File: src/mrnc_pkg.sv
`timescale 1ns / 1ps
// Shared types, field widths and codes for the neighbour counter.
package mrnc_pkg;

  localparam int ID_W       = 20;
  localparam int POS_W      = 20;
  localparam int QIDX_W     = 10;
  localparam int COUNT_W    = 10;
  localparam int STORED_W   = 11;
  localparam int RSQ_W      = 44;
  localparam int RIU_W      = 3;
  localparam int CFG_IDX_W  = 3;
  localparam int CFG_DATA_W = 44;
  localparam int NUM_COUNT_OUT = 4;

  localparam int MAX_POINTS_DEF = 1024;
  localparam int MAX_RADII_DEF  = 4;
  localparam int COORD_BITS_DEF = 20;

  // register stages of the distance unit, and cycles to flush RAM plus that unit
  localparam int DIST_LAT  = 3;
  localparam int DRAIN_CYC = DIST_LAT + 1;

  localparam logic [COUNT_W-1:0]  COUNT_MAX  = 10'd1023;
  localparam logic [STORED_W-1:0] STORED_MAX = 11'd2047;

  localparam logic [1:0] OP_CLEAR = 2'd0;
  localparam logic [1:0] OP_ADD   = 2'd1;
  localparam logic [1:0] OP_QUERY = 2'd2;

  localparam logic [1:0] ST_OK         = 2'd0;
  localparam logic [1:0] ST_FULL       = 2'd1;
  localparam logic [1:0] ST_NOT_STORED = 2'd2;

  localparam logic [CFG_IDX_W-1:0] CFG_RADII_IN_USE = 3'd0;
  localparam logic [CFG_IDX_W-1:0] CFG_RADIUS_SQ_0  = 3'd1;

  typedef struct packed {
    logic [1:0]              operation;
    logic [ID_W-1:0]         point_id;
    logic signed [POS_W-1:0] x_pos;
    logic signed [POS_W-1:0] y_pos;
    logic signed [POS_W-1:0] z_pos;
    logic [QIDX_W-1:0]       query_index;
  } point_item_t;

  typedef struct packed {
    logic [1:0]          status;
    logic [ID_W-1:0]     result_id;
    logic [COUNT_W-1:0]  count_r0;
    logic [COUNT_W-1:0]  count_r1;
    logic [COUNT_W-1:0]  count_r2;
    logic [COUNT_W-1:0]  count_r3;
    logic [STORED_W-1:0] stored_points;
  } result_item_t;

endpackage

File: src/mrnc_cut.sv
`timescale 1ns / 1ps
// Per-radius compare and saturating neighbour counters.
module mrnc_cut import mrnc_pkg::*; #(
  parameter int MAX_RADII = MAX_RADII_DEF,
  parameter int D2_W      = 2 * COORD_BITS_DEF + 4
) (
  input  logic                                 clk,
  input  logic                                 clear,
  input  logic                                 valid,
  input  logic [D2_W-1:0]                      d2,
  input  logic [MAX_RADII-1:0][RSQ_W-1:0]      radius_sq,
  input  logic [RIU_W-1:0]                     active,
  output logic [MAX_RADII-1:0][COUNT_W-1:0]    counts
);

  localparam int CMP_W = (D2_W > RSQ_W) ? D2_W : RSQ_W;

  for (genvar r = 0; r < MAX_RADII; r++) begin : g_lane
    logic hit;
    logic [COUNT_W-1:0] cnt;

    assign hit = valid && (RIU_W'(r) < active) &&
                 (CMP_W'(d2) < CMP_W'(radius_sq[r]));

    always_ff @(posedge clk) begin
      if (clear) begin
        cnt <= '0;
      end else if (hit && cnt != COUNT_MAX) begin
        cnt <= cnt + COUNT_W'(1);
      end
    end

    assign counts[r] = cnt;
  end

endmodule

File: config.mk
export PLATFORM = sky130hd
export DESIGN_NAME = mrnc_cut
export DESIGN_NICKNAME = d
export VERILOG_FILES = /design/src/mrnc_pkg.sv /design/src/mrnc_cut.sv
export SDC_FILE = /design/constraint.sdc
export NUM_CORES = 1
export LEC_CHECK = 0
export BUFFER_PORTS_ARGS = -buffer_cell sky130_fd_sc_hd__buf_2
export CAP_MARGIN = 25
export CORE_MARGIN = 4
export CORE_UTILIZATION = 50
export CTS_BUF_LIST = sky130_fd_sc_hd__clkbuf_8 sky130_fd_sc_hd__clkbuf_16
export CTS_CLUSTER_DIAMETER = 120
export DETAILED_ROUTE_END_ITERATION = 16
export PLACE_DENSITY = 0.88
export SETUP_SLACK_MARGIN = 0.1
export SLEW_MARGIN = 10
export SYNTH_ARGS = -nofsm -noshare
export SYNTH_HDL_FRONTEND = slang
export SYNTH_SLANG_ARGS = --single-unit
File: constraint.sdc
create_clock -name clk -period 3.1 [get_ports clk]
set_clock_uncertainty 0.1 [all_clocks]
set_input_delay 0.62 -clock clk [delete_from_list [all_inputs] [get_ports clk]]
set_output_delay 0.62 -clock clk [all_outputs]
set_load 0.02 [all_outputs]
==> summary.txt <==
Clocking
  • Clock Latency Late Sink: between 0.2 and 0.3 ns
  • CTS tree: yes
  • Clock buffer depth: 2
  • Worst-path clk slew: approximately 0.06 ns
  • Clk root buf: clkbuf_16
  • TritonCTS Buffers: 5
  • Num Clock Sinks: 40
  • H-Tree Level Count: 2

Global route
  • GRT Total Usage: a little over a quarter
  • GRT overflow: 0
  • First-pass GRT wire length: ~33000 µm
  • Vias in the first global route: around 7000
  • Largest net degree at the start of global routing: 45
  • Initial antenna violation count: 5

Place
  • Dpl cell area: approximately 8300 µm²
  • Post-DP HPWL: between 15000 and 20000 µm
  • IO buf count: 265
  • Routability Congestion: 0.950

Detailed routing
  • DR pass1 iterations: 6
  • Wire length per cell: roughly 16 µm
  • Routed vias/inst: ~5.5
  • Iter 0 DRT Violations: roughly 390
  • Vias: between 7000 and 8000
  • Post-detailed-route count of antenna-violating nets: 0
  • Total wire length: between 20000 and 25000 µm
  • # DRC: 0

Synth
  • Synth area leaders: ha_1, dfxtp_1, inv_1
  • Post-synth EDFFs: 0
  • Yosys top cell by area: ha_1
  • Post-synthesis register bit count: 40
  • Library cells used by synthesis: 55
  • Net count after synthesis: 1243
  • Synth Instances: 841
  • Top_reg_cell synth: dfxtp_1
  • Top-area cell type share of the netlist area: a little over a third
  • Cell Area, Synth: 6320 µm²
  • Yosys warning count: 0
  • Syn Area/Cell: ~7.5 µm²
  • Register area share after synthesis: between 10% and 20%
  • Async set or reset register ratio after synthesis: 0%

STA
  • Minimum clock period: about 3.0 ns
  • Hold slack: slightly above 0.4 ns
  • Max Slew Vio Count: 0
  • Max-slew headroom: a little under half
  • Worst-margin pin slew: 0.812 ns
  • RSZ-0062 raised after global routing: true
  • # setup viols final: 0
  • Count of final hold-check violations: 0
  • Achievable Freq: around 340 MHz
  • Fin crit share: a little over nine tenths

Floorplan
  • Core Footprint: 12200 µm²
  • Rows: 40
  • Die Span X: around 120 µm
  • Die area: 14500 µm²
  • Initial Utilization: between 50 and 60%
  • Ports: approximately 270
  • Chip height: ~120 µm

Pwr
  • Peak VDD IR: 315 µV
  • P per Cell Area: 228 nW/µm²
  • Leak pwr: between 5 and 6 nW
  • Power Total: between 1.5 and 2 mW

Flow run
  • Max-cap check violation count: 0

Finish
  • Area Overhead vs Synth: 38.3%
  • Post-route cell area: around 8700 µm²
  • Layout cells sized above 1: 33.0%
  • Regs by FF count: g_lane.cnt: 40 flops
  • Nets: about 1600
  • Commonest non-fill, non-tap cell in the layout: buf_2
  • Most frequent cells in the layout: buf_2, inv_1, ha_1
  • Largest register FFs: 40
  • Largest register by flop count: g_lane.cnt

Critical path
  • Crit path launch type: input port
  • Critical Path RT: ~3.2 ns
  • Crit-path cells: buf_2, inv_1, ha_4, a21o_1, a21o_1, a211oi_2, o21ai_2, a211oi_2, buf_4, nor3_1, buf_4, buf_4, or3b_1, a21oi_2
  • Cell family with most CP delay: compound AO/OA/AOI/OAI gates
  • Crit path capture type: register
  • CP Class: input port to register
  • Maximum fanout along the worst path: 9
  • Worst Path Arrival: between 3 and 4 ns
  • CP most frequent cell: buf_4
  • Largest stage delay, worst path: about 0.4 ns
  • Slowest cell on the critical path: or3b_1
  • Crit path buffers/inverters: 5

Min path
  • Worst Hold Class: register to register

Status
  • Run status: completed
==> worst paths after layout <==
path	startpoint	to	slack, ns	cells past startpoint
max	radius_sq[93]	g_lane[2].cnt[1]	0.14	14
min	g_lane[1].cnt[1]	g_lane[1].cnt[1]	0.41	2
max reg2reg	g_lane[0].cnt[0]	g_lane[0].cnt[3]	1.11	8
min reg2reg	g_lane[1].cnt[1]	g_lane[1].cnt[1]	0.41	2
==> area by class of cell <==
cell class	count	area (µm²)
Clock buffer	5	125
Sequential cell	40	801
Tap cell	168	210
Inverter	187	702
Multi-Input combinational cell	606	5000
Timing Repair Buffer	330	1850
Fill cell	988	3480
Antenna cell	2	5.00
Clock inverter	3	42.5
==> cell usage after synthesis, drive strengths merged (2+ instances only) <==
| cell | instances |
|---|---|
| a211oi | 15 |
| a21o | 32 |
| a21oi | 65 |
| a221o | 3 |
| a221oi | 6 |
| a31oi | 2 |
| a41oi | 3 |
| and2 | 2 |
| and3 | 10 |
| and4 | 5 |
| buf | 2 |
| clkbuf | 7 |
| dfxtp | 40 |
| ha | 176 |
| inv | 187 |
| mux2 | 6 |
| mux2i | 2 |
| nand2 | 46 |
| nand3 | 28 |
| nand3b | 2 |
| nand4 | 30 |
| nor2 | 36 |
| nor2b | 15 |
| nor3 | 13 |
| nor3b | 3 |
| nor4 | 11 |
| o211ai | 3 |
| o21ai | 38 |
| o311ai | 2 |
| o31a | 2 |
| o31ai | 6 |
| o41ai | 2 |
| or2 | 2 |
| or3 | 10 |
| or3b | 2 |
| or4 | 8 |
| xor2 | 7 |
==> what timing repair did <==
action                     CTS  global route
resized for setup            8            38
gates cloned                 0             1
setup endpoints to repair   14            26
pin swaps                    1            17
hold buffers                 0             0
setup buffers                0             1
==> metrics by stage <==
stage          utilization (%)  instances  worst slack (ns)  TNS (ns)
2_1_floorplan                -        841             0.174         0
3_3_place_gp              68.2       1329            -0.287     -4.35
3_5_place_dp              68.2       1329            -0.315     -5.36
4_1_cts                   69.8       1337             0.112         0
5_1_grt                   71.5       1340            0.0573         0
6_report                  71.5       1341             0.139         0
==> metal layers <==
metal / up-vias / share of wire, % / GRT usage, %
met4: 8 / 5.1 / 13.1
met2: 303 / 48 / 49.1
met1: 3364 / 39 / 30.9
li1: 3645 / - / -
met5: - / 0.19 / 0
met3: 86 / 7.0 / 5.24
==> power by group <==
group          total, mW  switching (mW)  leakage (nW)  internal [mW]
Sequential         0.531         0.00972         0.323          0.521
Clock              0.583           0.206        0.0798          0.378
Combinational      0.874           0.450          4.70          0.424
Total               1.99           0.665          5.11           1.32
==> worst min-delay path: stages (launching register included) <==
cell and delay [ns]:
dfxtp_1 0.33, o21ai_0 0.08, a21oi_1 0.06
==> cell families after synthesis <==
logic type	synth area share, %
compound gates	19.5
mux	1.39
simple gates	18.9
fa+ha+maj	34.9
buf+inv	11.7
flops	12.7
xor+xnor	0.970
No activity file was read; power rests on OpenSTA's default activity.
