===== config.mk =====
export PLATFORM = sky130hd
export DESIGN_NAME = mrnc_dist
export DESIGN_NICKNAME = d
export VERILOG_FILES = /design/src/mrnc_pkg.sv /design/src/mrnc_dist.sv
export SDC_FILE = /design/constraint.sdc
export NUM_CORES = 2
export LEC_CHECK = 0
export BUFFER_PORTS_ARGS = -buffer_cell sky130_fd_sc_hd__buf_2
export CORE_MARGIN = 4
export CORE_UTILIZATION = 37
export CTS_BUF_LIST = sky130_fd_sc_hd__clkbuf_8
export DETAILED_ROUTE_END_ITERATION = 10
export GPL_TIMING_DRIVEN = 1
export MAX_ROUTING_LAYER = met4
export PLACE_DENSITY = 0.52
export SLEW_MARGIN = 30
export SYNTH_ARGS = -nofsm -noshare
export SYNTH_HDL_FRONTEND = slang
export SYNTH_SLANG_ARGS = --single-unit

===== constraint.sdc =====
create_clock -name clk -period 7.2 [get_ports clk]
set_input_delay 0.72 -clock clk [delete_from_list [all_inputs] [get_ports clk]]
set_output_delay 0.72 -clock clk [all_outputs]
set_load 0.02 [all_outputs]

===== src/mrnc_pkg.sv =====
`timescale 1ns / 1ps
// Shared types, field widths and codes for the neighbour counter.
package mrnc_pkg;

  localparam int ID_W       = 20;
  localparam int POS_W      = 20;
  localparam int QIDX_W     = 10;
  localparam int COUNT_W    = 10;
  localparam int STORED_W   = 11;
  localparam int RSQ_W      = 44;
  localparam int RIU_W      = 3;
  localparam int CFG_IDX_W  = 3;
  localparam int CFG_DATA_W = 44;
  localparam int NUM_COUNT_OUT = 4;

  localparam int MAX_POINTS_DEF = 1024;
  localparam int MAX_RADII_DEF  = 4;
  localparam int COORD_BITS_DEF = 20;

  // register stages of the distance unit, and cycles to flush RAM plus that unit
  localparam int DIST_LAT  = 3;
  localparam int DRAIN_CYC = DIST_LAT + 1;

  localparam logic [COUNT_W-1:0]  COUNT_MAX  = 10'd1023;
  localparam logic [STORED_W-1:0] STORED_MAX = 11'd2047;

  localparam logic [1:0] OP_CLEAR = 2'd0;
  localparam logic [1:0] OP_ADD   = 2'd1;
  localparam logic [1:0] OP_QUERY = 2'd2;

  localparam logic [1:0] ST_OK         = 2'd0;
  localparam logic [1:0] ST_FULL       = 2'd1;
  localparam logic [1:0] ST_NOT_STORED = 2'd2;

  localparam logic [CFG_IDX_W-1:0] CFG_RADII_IN_USE = 3'd0;
  localparam logic [CFG_IDX_W-1:0] CFG_RADIUS_SQ_0  = 3'd1;

  typedef struct packed {
    logic [1:0]              operation;
    logic [ID_W-1:0]         point_id;
    logic signed [POS_W-1:0] x_pos;
    logic signed [POS_W-1:0] y_pos;
    logic signed [POS_W-1:0] z_pos;
    logic [QIDX_W-1:0]       query_index;
  } point_item_t;

  typedef struct packed {
    logic [1:0]          status;
    logic [ID_W-1:0]     result_id;
    logic [COUNT_W-1:0]  count_r0;
    logic [COUNT_W-1:0]  count_r1;
    logic [COUNT_W-1:0]  count_r2;
    logic [COUNT_W-1:0]  count_r3;
    logic [STORED_W-1:0] stored_points;
  } result_item_t;

endpackage


===== src/mrnc_dist.sv =====
`timescale 1ns / 1ps
// Pipelined squared distance between a stored point and the query point.
module mrnc_dist import mrnc_pkg::*; #(
  parameter int COORD_BITS = COORD_BITS_DEF,
  parameter int D2_W       = 2 * COORD_BITS_DEF + 4
) (
  input  logic                  clk,
  input  logic                  rst,
  input  logic                  in_valid,
  input  logic [ID_W-1:0]       entry_id,
  input  logic [COORD_BITS-1:0] entry_x,
  input  logic [COORD_BITS-1:0] entry_y,
  input  logic [COORD_BITS-1:0] entry_z,
  input  logic [ID_W-1:0]       ref_id,
  input  logic [COORD_BITS-1:0] ref_x,
  input  logic [COORD_BITS-1:0] ref_y,
  input  logic [COORD_BITS-1:0] ref_z,
  output logic                  out_valid,
  output logic                  out_skip,
  output logic [D2_W-1:0]       d2
);

  localparam int MAG_W = COORD_BITS + 1;
  localparam int SQ_W  = 2 * MAG_W;

  logic [COORD_BITS-1:0] a [3];
  logic [COORD_BITS-1:0] b [3];
  logic signed [MAG_W-1:0] diff [3];
  logic [MAG_W-1:0] mag_next [3];
  logic [MAG_W-1:0] mag [3];
  logic [SQ_W-1:0]  sq [3];
  logic v1, v2, skip1, skip2;

  assign a[0] = entry_x;
  assign a[1] = entry_y;
  assign a[2] = entry_z;
  assign b[0] = ref_x;
  assign b[1] = ref_y;
  assign b[2] = ref_z;

  always_comb begin
    for (int k = 0; k < 3; k++) begin
      diff[k] = $signed({a[k][COORD_BITS-1], a[k]}) - $signed({b[k][COORD_BITS-1], b[k]});
      mag_next[k] = diff[k][MAG_W-1] ? MAG_W'(-diff[k]) : MAG_W'(diff[k]);
    end
  end

  always_ff @(posedge clk) begin
    if (rst) begin
      v1        <= 1'b0;
      v2        <= 1'b0;
      out_valid <= 1'b0;
    end else begin
      v1        <= in_valid;
      v2        <= v1;
      out_valid <= v2;
    end
    skip1 <= (entry_id == ref_id);
    skip2 <= skip1;
    out_skip <= skip2;
    for (int k = 0; k < 3; k++) begin
      mag[k] <= mag_next[k];
      sq[k]  <= SQ_W'(mag[k]) * SQ_W'(mag[k]);
    end
    d2 <= D2_W'(sq[0]) + D2_W'(sq[1]) + D2_W'(sq[2]);
  end

endmodule


==> summary.md <==
| Metric | Value |
|---|---|
| Status | `completed` |
| Buf/Inv on CP | `7` |
| Clock root buffer | `clkbuf_8` |
| GPL Wtd Cong | `0.846` |
| Top FF cell, synth | `dfxtp_1` |
| DR iter-0 viols | `1305` |
| Crit path required time | `7.83 ns` |
| Max cap viols | `0` |
| H-tree Lvls | `2` |
| Routed Antenna Nets | `0` |
| Clock Latency Late Sink | `0.71 ns` |
| Die Height | `372 µm` |
| Final WS setup | `0.211 ns` |
| Cts hold-fix bufs | `0` |
| Post-synth ARST share | `0%` |
| RSZ-0062 raised after global routing | `true` |
| Critical path's largest stage delay | `0.54 ns` |
| Endpoints failing hold | `0` |
| Cell count after synthesis | `5318` |
| Slew @ Worst Pin | `0.995 ns` |
| Initial Util | `37.3%` |
| Crit path DAT | `7.62 ns` |
| Synth cell count leaders | `inv_1, fa_1, ha_1` |
| CP Launch Type | `flip-flop` |
| Final Max Tran Viols | `0` |
| Reg clk slew, reported paths | `0.07 ns` |
| CP Class | `flip-flop to flip-flop` |
| Mean Syn Cell Area | `9.24 µm²` |
| Flops & latches, synth | `236` |
| Min Tclk post-route | `6.99 ns` |
| IO buf count | `208` |
| Register Area | `4740 µm²` |
| Row Count | `133` |
| Boundary pin count | `209` |
| Clock buffer count from CTS | `45` |
| Class of the worst hold path | `primary input to flip-flop` |
| Clock Skew | `0.0451 ns` |
| Share of layout cells above drive strength 1 | `9.64%` |
| DP Worst Slack | `0.0798 ns` |
| Fmax | `143 MHz` |
| Core area | `132000 µm²` |
| Distinct cells, synth | `89` |
| Vias | `34813` |
| Vias in the first global route | `37235` |
| First-pass GRT wire length | `193 mm` |
| Drt drc | `0` |
| GR Overflow Total | `0` |
| Die width | `372 µm` |
| Clock Tree Buf Depth | `3` |
| Area of the multi-input gates | `38900 µm²` |
| Gr usage total | `17.9%` |
| Share of the synthesized area in the top cell type | `39.7%` |
| CP max stage cell | `fa_1` |
| Most frequent cell after synthesis | `inv_1` |
| Largest net degree at the start of global routing | `21` |
| Largest area contributor in the netlist | `fa_1` |
| Sequential area share after synthesis | `9.61%` |
| Crit path capture type | `flip-flop` |
| Area delta synth->final | `10.7%` |
| Antenna violations before repair | `13` |
| Ys Warns | `0` |
| Final WL | `116 mm` |
| Filler instances | `13276` |
| Post-synth EDFFs | `0` |
| Vias per cell | `4.70` |
| # setup viols final | `0` |
| CTS tree | `done` |
| CTS sink count | `236` |
| Slew headroom | `33.0%` |
| Area of the die | `139000 µm²` |
| Family with the most delay on the worst path | `adder cells` |
| Fin nets | `7308` |
| First-pass detailed-route iteration total | `5` |
| Synth Cell Area | `49100 µm²` |
| HPWL after detailed placement | `102 mm` |
| Fin crit share | `97.1%` |
| WL per Instance | `15.6 µm` |
| Dominant cells by area after synthesis | `fa_1, ha_1, inv_1, dfxtp_1, xnor2_1` |
| Highest net fanout along the worst path | `4` |
## repair_timing
action	CTS	global route
pin swaps	0	1
setup buffers	0	1
setup endpoints to repair	1	30
gates resized for setup	1	41
## cell usage in the layout (no fill, tap or decap), drive strengths merged, types with 33 or more instances in the layout
cell | synthesis | layout
a21o | 78 | 78
a21oi | 209 | 209
a31oi | 36 | 36
and2 | 244 | 244
buf | 4 | 383
clkbuf | 138 | 55
dfxtp | 236 | 236
fa | 975 | 975
ha | 562 | 562
inv | 1351 | 1359
nand2 | 458 | 458
nand2b | 36 | 36
nand3 | 34 | 34
nor2 | 181 | 181
nor2b | 35 | 35
nor3 | 34 | 34
o21a | 33 | 33
o21ai | 94 | 94
xnor2 | 199 | 199
xor2 | 98 | 98
## path summary, 6_finish.rpt
check	start	end	slack [ns]	cells after the start
setup / recovery	mag[0][5]$_DFF_P_	sq[0][41]$_DFF_P_	0.21	25
hold / removal	rst	out_valid$_SDFF_PP0_	0.18	2
setup reg to reg	mag[0][5]$_DFF_P_	sq[0][41]$_DFF_P_	0.21	25
hold reg to reg	skip2$_DFF_P_	out_skip$_DFF_P_	0.33	0
## sequential cells by signal (all words and copies together), names as in the netlist
name and count:
v2 1, v1 1, sq 123, mag 63, out_valid 1, skip1 1, out_skip 1, d2 44
skip2 1
## worst reg2reg max path, cell delays in order (launching register included)
cell,delay [ns]
dfxtp_2,0.37
nand2_1,0.10
fa_1,0.54
inv_1,0.05
fa_1,0.50
inv_1,0.05
fa_1,0.47
inv_1,0.05
fa_1,0.49
inv_1,0.06
fa_1,0.53
inv_1,0.05
fa_1,0.47
inv_1,0.05
fa_1,0.50
inv_1,0.05
ha_1,0.30
o2111a_1,0.26
a221o_1,0.39
o2111a_2,0.32
a211o_2,0.35
a31o_4,0.27
a2111oi_4,0.29
o31ai_1,0.13
a21oi_2,0.15
xnor2_1,0.11
## metal layers
layer / up-vias / wire [µm] / global-route usage (%)
met1: 17330 / 52000 / 23.5
met2: 558 / 56700 / 29.8
met5: - / 0 / -
met3: 119 / 4470 / 2.13
met4: 0 / 2360 / 3.64
li1: 16806 / - / -
## cell families after synthesis
kind of cell | count (synthesis) | share of synthesized area [%]
flip-flops | 236 | 9.61
XOR/XNOR | 297 | 5.29
AO/OA/AOI/OAI | 623 | 8.40
AND/OR/NAND/NOR | 1121 | 11.0
other | 1 | 0.00763
adder cells (fa/ha/maj) | 1537 | 54.0
multiplexers | 10 | 0.221
buffers and inverters | 1493 | 11.4
## stage by stage
step | cell area, µm² | cells | setup TNS [ns] | util, % | hold slack (ns)
floorplan | 49200 | 5320 | 0 | - | 0.310
global placement | 53200 | 7315 | 0 | 40.4 | 0.316
detailed placement | 53200 | 7315 | 0 | 40.4 | 0.317
CTS | 54300 | 7399 | 0 | 41.2 | 0.105
global route | 54400 | 7401 | -0.194 | 41.3 | 0.132
finish | 54400 | 7404 | 0 | 41.3 | 0.185
## layout make-up
cell class | count | share of cell area [%]
Tap cell | 1755 | 4.03
Clock buffer | 55 | 1.39
Sequential cell | 236 | 8.72
Multi-Input combinational cell | 3591 | 71.5
Antenna cell | 4 | 0.0184
Inverter | 1351 | 9.32
Timing Repair Buffer | 383 | 4.43
Clock inverter | 29 | 0.589
Power is not shown: default switching activity piles up to over one toggle a cycle in this logic, so the estimate is an artifact.
