[config.mk]
export PLATFORM = sky130hd
export DESIGN_NAME = mrnc_ram
export DESIGN_NICKNAME = d
export VERILOG_FILES = /design/src/mrnc_ram.sv
export SDC_FILE = /design/constraint.sdc
export NUM_CORES = 1
export LEC_CHECK = 0
export BUFFER_PORTS_ARGS = -buffer_cell sky130_fd_sc_hd__buf_2
export CAP_MARGIN = 20
export CORE_UTILIZATION = 40
export CTS_BUF_LIST = sky130_fd_sc_hd__clkbuf_2
export DETAILED_ROUTE_END_ITERATION = 6
export HOLD_SLACK_MARGIN = 0.1
export SETUP_SLACK_MARGIN = 0.02
export SYNTH_ARGS = -nofsm -noshare
export SYNTH_HDL_FRONTEND = slang
export SYNTH_SLANG_ARGS = --single-unit
export TNS_END_PERCENT = 1
[constraint.sdc]
create_clock -name clk -period 2.6 [get_ports clk]
set_clock_uncertainty 0.05 [all_clocks]
set_input_delay 0.52 -clock clk [delete_from_list [all_inputs] [get_ports clk]]
set_output_delay 0.52 -clock clk [all_outputs]
set_load 0.01 [all_outputs]
[src/mrnc_ram.sv]
`timescale 1ns / 1ps
// Generic single-write, single-read RAM with registered read data.
module mrnc_ram #(
  parameter int WIDTH = 8,
  parameter int DEPTH = 16
) (
  input  logic                     clk,
  input  logic                     wr_en,
  input  logic [$clog2(DEPTH)-1:0] wr_addr,
  input  logic [WIDTH-1:0]         wr_data,
  input  logic                     rd_en,
  input  logic [$clog2(DEPTH)-1:0] rd_addr,
  output logic [WIDTH-1:0]         rd_data
);

  logic [WIDTH-1:0] mem [DEPTH];

  always_ff @(posedge clk) begin
    if (wr_en) begin
      mem[wr_addr] <= wr_data;
    end
    if (rd_en) begin
      rd_data <= mem[rd_addr];
    end
  end

endmodule

==> results.cfg, run 1 <==
[drt]
antenna_left = 0
firstDrtPassIters = 5
viasPerCell = 5.19
routed_wl_mm = 10.2
post-route-drc-count = 0
drt_iter0_markers = 206
wire_per_inst_um = 21.5
vias = 2448

[final_layout]
post-route-cell-area_um2 = 5950
area_growth_pct = 13.8
final_util_pct = 47.0
fin_nets = 305
fin_cells = 472
drive_gt1_share_pct = 31.8

[floorplanning]
initial_core_util_pct = 41.3
core_area_um2 = 12700
pin_count = 27
die_h_um = 116
die-area_um2 = 13500
die_x_um = 116
std_cell_rows = 41

[clocking]
cts_root_buf = clkbuf_2
insertion_delay_ns = 0.67
htree_levels = 4
cts_inserted_buffers = 17
ctsLongestPathBuffers = 2
cts_tree = yes
clock_sinks = 136
cts.clk_slew.worst_paths_ns = 0.19
cts_setup_buffers = 0

[sta]
worstMarginPinSlew_ns = 0.737
whs_ns = 0.171
period_share_pct = 71.5
final_max_slew_viol_count = 0
period_needed_ns = 1.86
finalSetupTns_ns = 0
rsz0062_at_grt = false
setup_viol = 0
slew_headroom_pct = 50.7
setup_ws_ns = 0.742
hold_viol = 0
fmax_mhz = 538

[placement]
dp_slack_ns = 0.407
port_buffers = 26
placedInstanceArea_um2 = 5680
dpl.hpwl_mm = 6.66
gp_congestion = 0.742
dp.cells = 438

[global_routing]
antenna_found_initial = 1
grt_pass1_wl_mm = 15.2
grt_overflow = 0
grt_max_degree = 21
grt_pass1_vias = 2537
grt_util_all_layers_pct = 16.9

[pwr]
p_sw_mw = 0.842
p_total_mw = 4.04
combPwrFrac_pct = 5.7
p_int_mw = 3.19
switching_share_pct = 20.9
power.density_nw_per_um2 = 678
p_leak_nw = 2.00
pwr-share-seq_pct = 61.5
clock_power_share_pct = 32.8
ir_worst_vdd_uv = 223

[yosys]
yosys_most_used_dff = edfxtp_1
syn_area_um2 = 5230
synth_seq_cells = 136
synth_top_cell_by_area = edfxtp_1
netlist_instances = 229
synth_common_cells = 136 x edfxtp_1, 18 x mux4_2, 16 x a22oi_1
synth_edf_count = 136
synth_most_common_cell = edfxtp_1
yosys_warnings = 0
synth.distinct_cells = 18
syn_avg_cell_area_um2 = 22.8
synth.net_count = 248
synthArstFlopShare_pct = 0
yosysTopAreaCellShare_pct = 78.1
netlist_top_cells_area = edfxtp_1 78%, mux4_2 7.8%, mux4_1 7.0%
yosysSeqAreaShare_pct = 78.1

[critical_path]
crit_arrival_ns = 1.29
crit_family = flip-flops
max_stage_delay_ns = 0.48
path_buf_inv = 1
critPathMaxFanout = 1
cp.required_ns = 2.03
slowest_stage = edfxtp_1
critPathCaptureType = output pin
cp-start-kind = register
path_class = reg -> out
crit_chain = buf_2

[run]
max_cap_viol_count = 0

[worst_hold_path]
holdCritPathClass = in -> reg

[run_status]
status = complete, no violations
==> metal layers <==
metal / global-route usage, % / share of wire, % / up-vias
li1: - / - / 1093
met1: 22.6 / 40 / 1252
met2: 26.3 / 50 / 95
met3: 4.46 / 8.2 / 8
met4: 6.92 / 1.3 / 0
met5: 0 / 0 / -
==> cell type report <==
| type | count | area [um2] |
|---|---|---|
| clock buffer | 20 | 100 |
| tap | 172 | 215 |
| sequential | 136 | 4080 |
| clock inverter | 12 | 156 |
| fill | 1066 | 6720 |
| antenna | 1 | 2.50 |
| multi-input combinational | 83 | 1060 |
| timing repair buffer | 48 | 335 |
==> path summary, 6_finish.rpt <==
check	startpoint	endpoint	cells after the start	slack, ns
hold reg to reg	mem[15][7]$_DFFE_PP_	rd_data[7]$_DFFE_PP_	3	0.72
setup / recovery	rd_data[6]$_DFFE_PP_	rd_data[6]	1	0.74
hold / removal	wr_data[5]	mem[14][5]$_DFFE_PP_	1	0.17
setup reg to reg	mem[2][6]$_DFFE_PP_	rd_data[6]$_DFFE_PP_	3	1.00
==> sequential cells by signal (all words and copies together), names as in the netlist <==
| register | flops |
|---|---|
| mem | 128 |
| rd_data | 8 |
==> cell usage in the layout, fill, tap and decap left out, drive strengths merged <==
cell type / instances
nor3: 4
buf: 47
mux4: 32
bufinv: 4
diode: 1
dlygate4sd3: 1
and2: 1
nand3b: 2
nand2: 9
nand3: 1
clkinv: 8
nand2b: 2
a22oi: 16
and2b: 1
nor2: 13
edfxtp: 136
nor2b: 1
or3b: 1
clkbuf: 20
==> power groups by stage <==
stage | clock network (mW) | logic, mW | registers [mW]
2_1_floorplan | 0 | 0.125 | 2.53
3_3_place_gp | 0 | 0.232 | 2.53
3_5_place_dp | 0 | 0.236 | 2.53
4_1_cts | 1.35 | 0.236 | 2.48
5_1_grt | 1.44 | 0.253 | 2.49
6_report | 1.32 | 0.231 | 2.48
==> cell families (layout without fill, tap and decap cells) <==
family	after synthesis	in the layout	synth area share, %
compound gates	16	16	2.30
other cells	0	1	0
mux	32	32	14.8
buf+inv	10	80	1.65
simple gates	35	35	3.14
flops	136	136	78.1
==> timing repair <==
| item | 4_1_cts | 5_1_grt |
|---|---|---|
| resized for setup | 0 | 0 |
| hold buffers | 0 | 1 |
| endpoints found under the hold margin | 0 | 3 |
| setup endpoints to repair | 0 | 0 |
Power figures use the tool's default switching activity.
==> run 2: changes to the inputs <==
--- a/config.mk
+++ b/config.mk
@@ -5,6 +5,7 @@
 export SDC_FILE = /design/constraint.sdc
 export NUM_CORES = 1
 export LEC_CHECK = 0
+export ABC_AREA = 1
 export BUFFER_PORTS_ARGS = -buffer_cell sky130_fd_sc_hd__buf_2
 export CAP_MARGIN = 20
 export CORE_UTILIZATION = 40
==> constraint.sdc (replaced) <==
create_clock -name clk -period 1.5 [get_ports clk]
set_clock_uncertainty 0.05 [all_clocks]
set_input_delay 0.3 -clock clk [delete_from_list [all_inputs] [get_ports clk]]
set_output_delay 0.3 -clock clk [all_outputs]
set_load 0.01 [all_outputs]
==> run 2 against run 1 <==
  * The run now ends with negative setup slack left
  * Synthesized cell count up 140%
  * Total power up 76%
  * Largest cell class unchanged
  * Via count up 58%
==> results.cfg, run 2 <==
[placement]
gp_congestion = 0.795
placedInstanceArea_um2 = 6280
port_buffers = 26
dp.cells = 760
dpl.hpwl_mm = 8.61
dp_slack_ns = -0.121

[drt]
post-route-drc-count = 0
antenna_left = 0
wire_per_inst_um = 16.9
vias = 3876
drt_iter0_markers = 358
routed_wl_mm = 13.5
viasPerCell = 4.83
firstDrtPassIters = 5

[floorplanning]
pin_count = 27
core_area_um2 = 14100
initial_core_util_pct = 41.5
die_x_um = 123
std_cell_rows = 43
die-area_um2 = 15100
die_h_um = 123

[critical_path]
startpoint = rd_data[4]$_DFFE_PP_
rrSetupSlack_ns = 0.28
path_class = reg -> out
cp.required_ns = 1.15
max_stage_delay_ns = 0.47
crit-reg2reg-launch = mem[12][6]$_DFFE_PP_
critPathMaxFanout = 1
crit_chain = buf_6
critPathCaptureType = output pin
slowest_stage = edfxtp_1
path_buf_inv = 1
crit_family = flip-flops
cp-start-kind = register
crit_arrival_ns = 1.31

[yosys]
netlist_top_cells_area = edfxtp_1 70%, nand2_1 11%, nand3_1 8.3%
yosys_warnings = 0
synth_common_cells = 173 x nand2_1, 136 x edfxtp_1, 100 x inv_1
syn_avg_cell_area_um2 = 10.6
synth_most_common_cell = nand2_1
synth_top_cell_by_area = edfxtp_1
netlist_instances = 551
synth.distinct_cells = 11
yosys_most_used_dff = edfxtp_1
yosysSeqAreaShare_pct = 69.8
yosysTopAreaCellShare_pct = 69.8
syn_area_um2 = 5850
synthArstFlopShare_pct = 0
synth.net_count = 570
synth_edf_count = 136
synth_seq_cells = 136

[pwr]
ir_worst_vdd_uv = 529
power.density_nw_per_um2 = 1070
combPwrFrac_pct = 7.9
p_total_mw = 7.12
clock_power_share_pct = 31.6
p_int_mw = 5.38
p_sw_mw = 1.74
pwr-share-seq_pct = 60.5
switching_share_pct = 24.4
p_leak_nw = 2.87

[worst_hold_path]
holdCritPathClass = in -> reg
holdCritStartpoint = rd_addr[2]

[sta]
setup_ws_ns = -0.160
rsz0062_at_grt = true
setup_viol = 8
worstMarginPinSlew_ns = 0.597
period_needed_ns = 1.66
final_max_slew_viol_count = 0
hold_viol = 0
period_share_pct = 111
fmax_mhz = 603
slew_headroom_pct = 60.2

[run_status]
status = finished with violations
failed_checks = negative setup slack

[clocking]
htree_levels = 4
cts.clk_slew.worst_paths_ns = 0.20
ctsLongestPathBuffers = 2
cts_setup_buffers = 0
cts_tree = yes
clock_sinks = 136
insertion_delay_ns = 0.70
cts_root_buf = clkbuf_2
cts_inserted_buffers = 17

[final_layout]
layout_common_cells = 173 x nand2_1, 136 x edfxtp_1, 100 x inv_1
post-route-cell-area_um2 = 6640
layout_commonest_cell = nand2_1
fin_cells = 802
area.sequential_um2 = 4080
multiInputGateArea_um2 = 1210
top_register = mem
drive_gt1_share_pct = 13.7
area_growth_pct = 13.5
reg_top3 = mem x128, rd_data x8
fillers = 1339
fin_nets = 628
largest_reg_flops = 128

[global_routing]
grt_max_degree = 33
grt_pass1_vias = 3800
grt_pass1_wl_mm = 21.4
antenna_found_initial = 1
grt_util_all_layers_pct = 20.0
grt_overflow = 0

[run]
max_cap_viol_count = 0
-- run 2: changes by cell type after synthesis, sizes merged, moves of 2 or more --
cell / delta
nand3: +96
mux4: -32
clkdlybuf4s25: -3
nor3: -4
nor2: +4
nand2: +164
buf: +17
a22oi: -16
nand2b: -2
inv: +102
-- run 2: timing repair --
action / in CTS / in global routing
hold endpoints to repair: 144 / 0
cloned: 0 / 0
hold buffers: 10 / 0
gates resized for setup: 1 / 1
endpoints found under the setup margin: 8 / 8
-- run 2: worst paths after layout --
check / to / cells past startpoint
max: rd_data[4] / 1
min: rd_data[3]$_DFFE_PP_ / 6
max reg2reg: rd_data[6]$_DFFE_PP_ / 6
min reg2reg: rd_data[3]$_DFFE_PP_ / 6
-- run 2: stage by stage --
step | hold WS, ns | TNS [ns] | util (%)
global route | 0.146 | -1.74 | 47.1
finish | 0.157 | -1.14 | 47.1
global placement | 0.635 | -0.526 | 44.5
CTS | 0.120 | -1.53 | 47.0
floorplan | 0.349 | 0 | -
detailed placement | 0.632 | -0.557 | 44.5
-- run 2: per-layer routing --
metal	track usage (%)	part of all wire (%)	wire (um)	up-vias
li1	-	-	-	1899
met1	27.8	46	6260	1831
met2	30.7	46	6180	128
met3	3.92	6.7	910	18
met4	8.08	1.3	181	0
met5	0	0	0	-
-- run 2: cell type report --
class	instances	area share, %
antenna	1	0.0377
clock buffer	18	1.36
clock inverter	13	2.36
inverter	102	5.77
multi-input combinational	289	18.3
sequential	136	61.5
tap	180	3.39
timing repair buffer	63	7.28
-- run 2: kinds of logic after synthesis --
logic type	Yosys count	share of synthesized area, %
simple gates	289	20.8
flops	136	69.8
buf+inv	126	9.39
-- run 2: power groups by stage --
stage | Combinational, mW | Clock [mW] | Sequential, mW
after floorplan | 0.300 | 0 | 4.39
after global placement | 0.537 | 0 | 4.39
after detailed placement | 0.545 | 0 | 4.39
after CTS | 0.569 | 2.28 | 4.31
after global routing | 0.626 | 2.44 | 4.31
final | 0.565 | 2.25 | 4.30
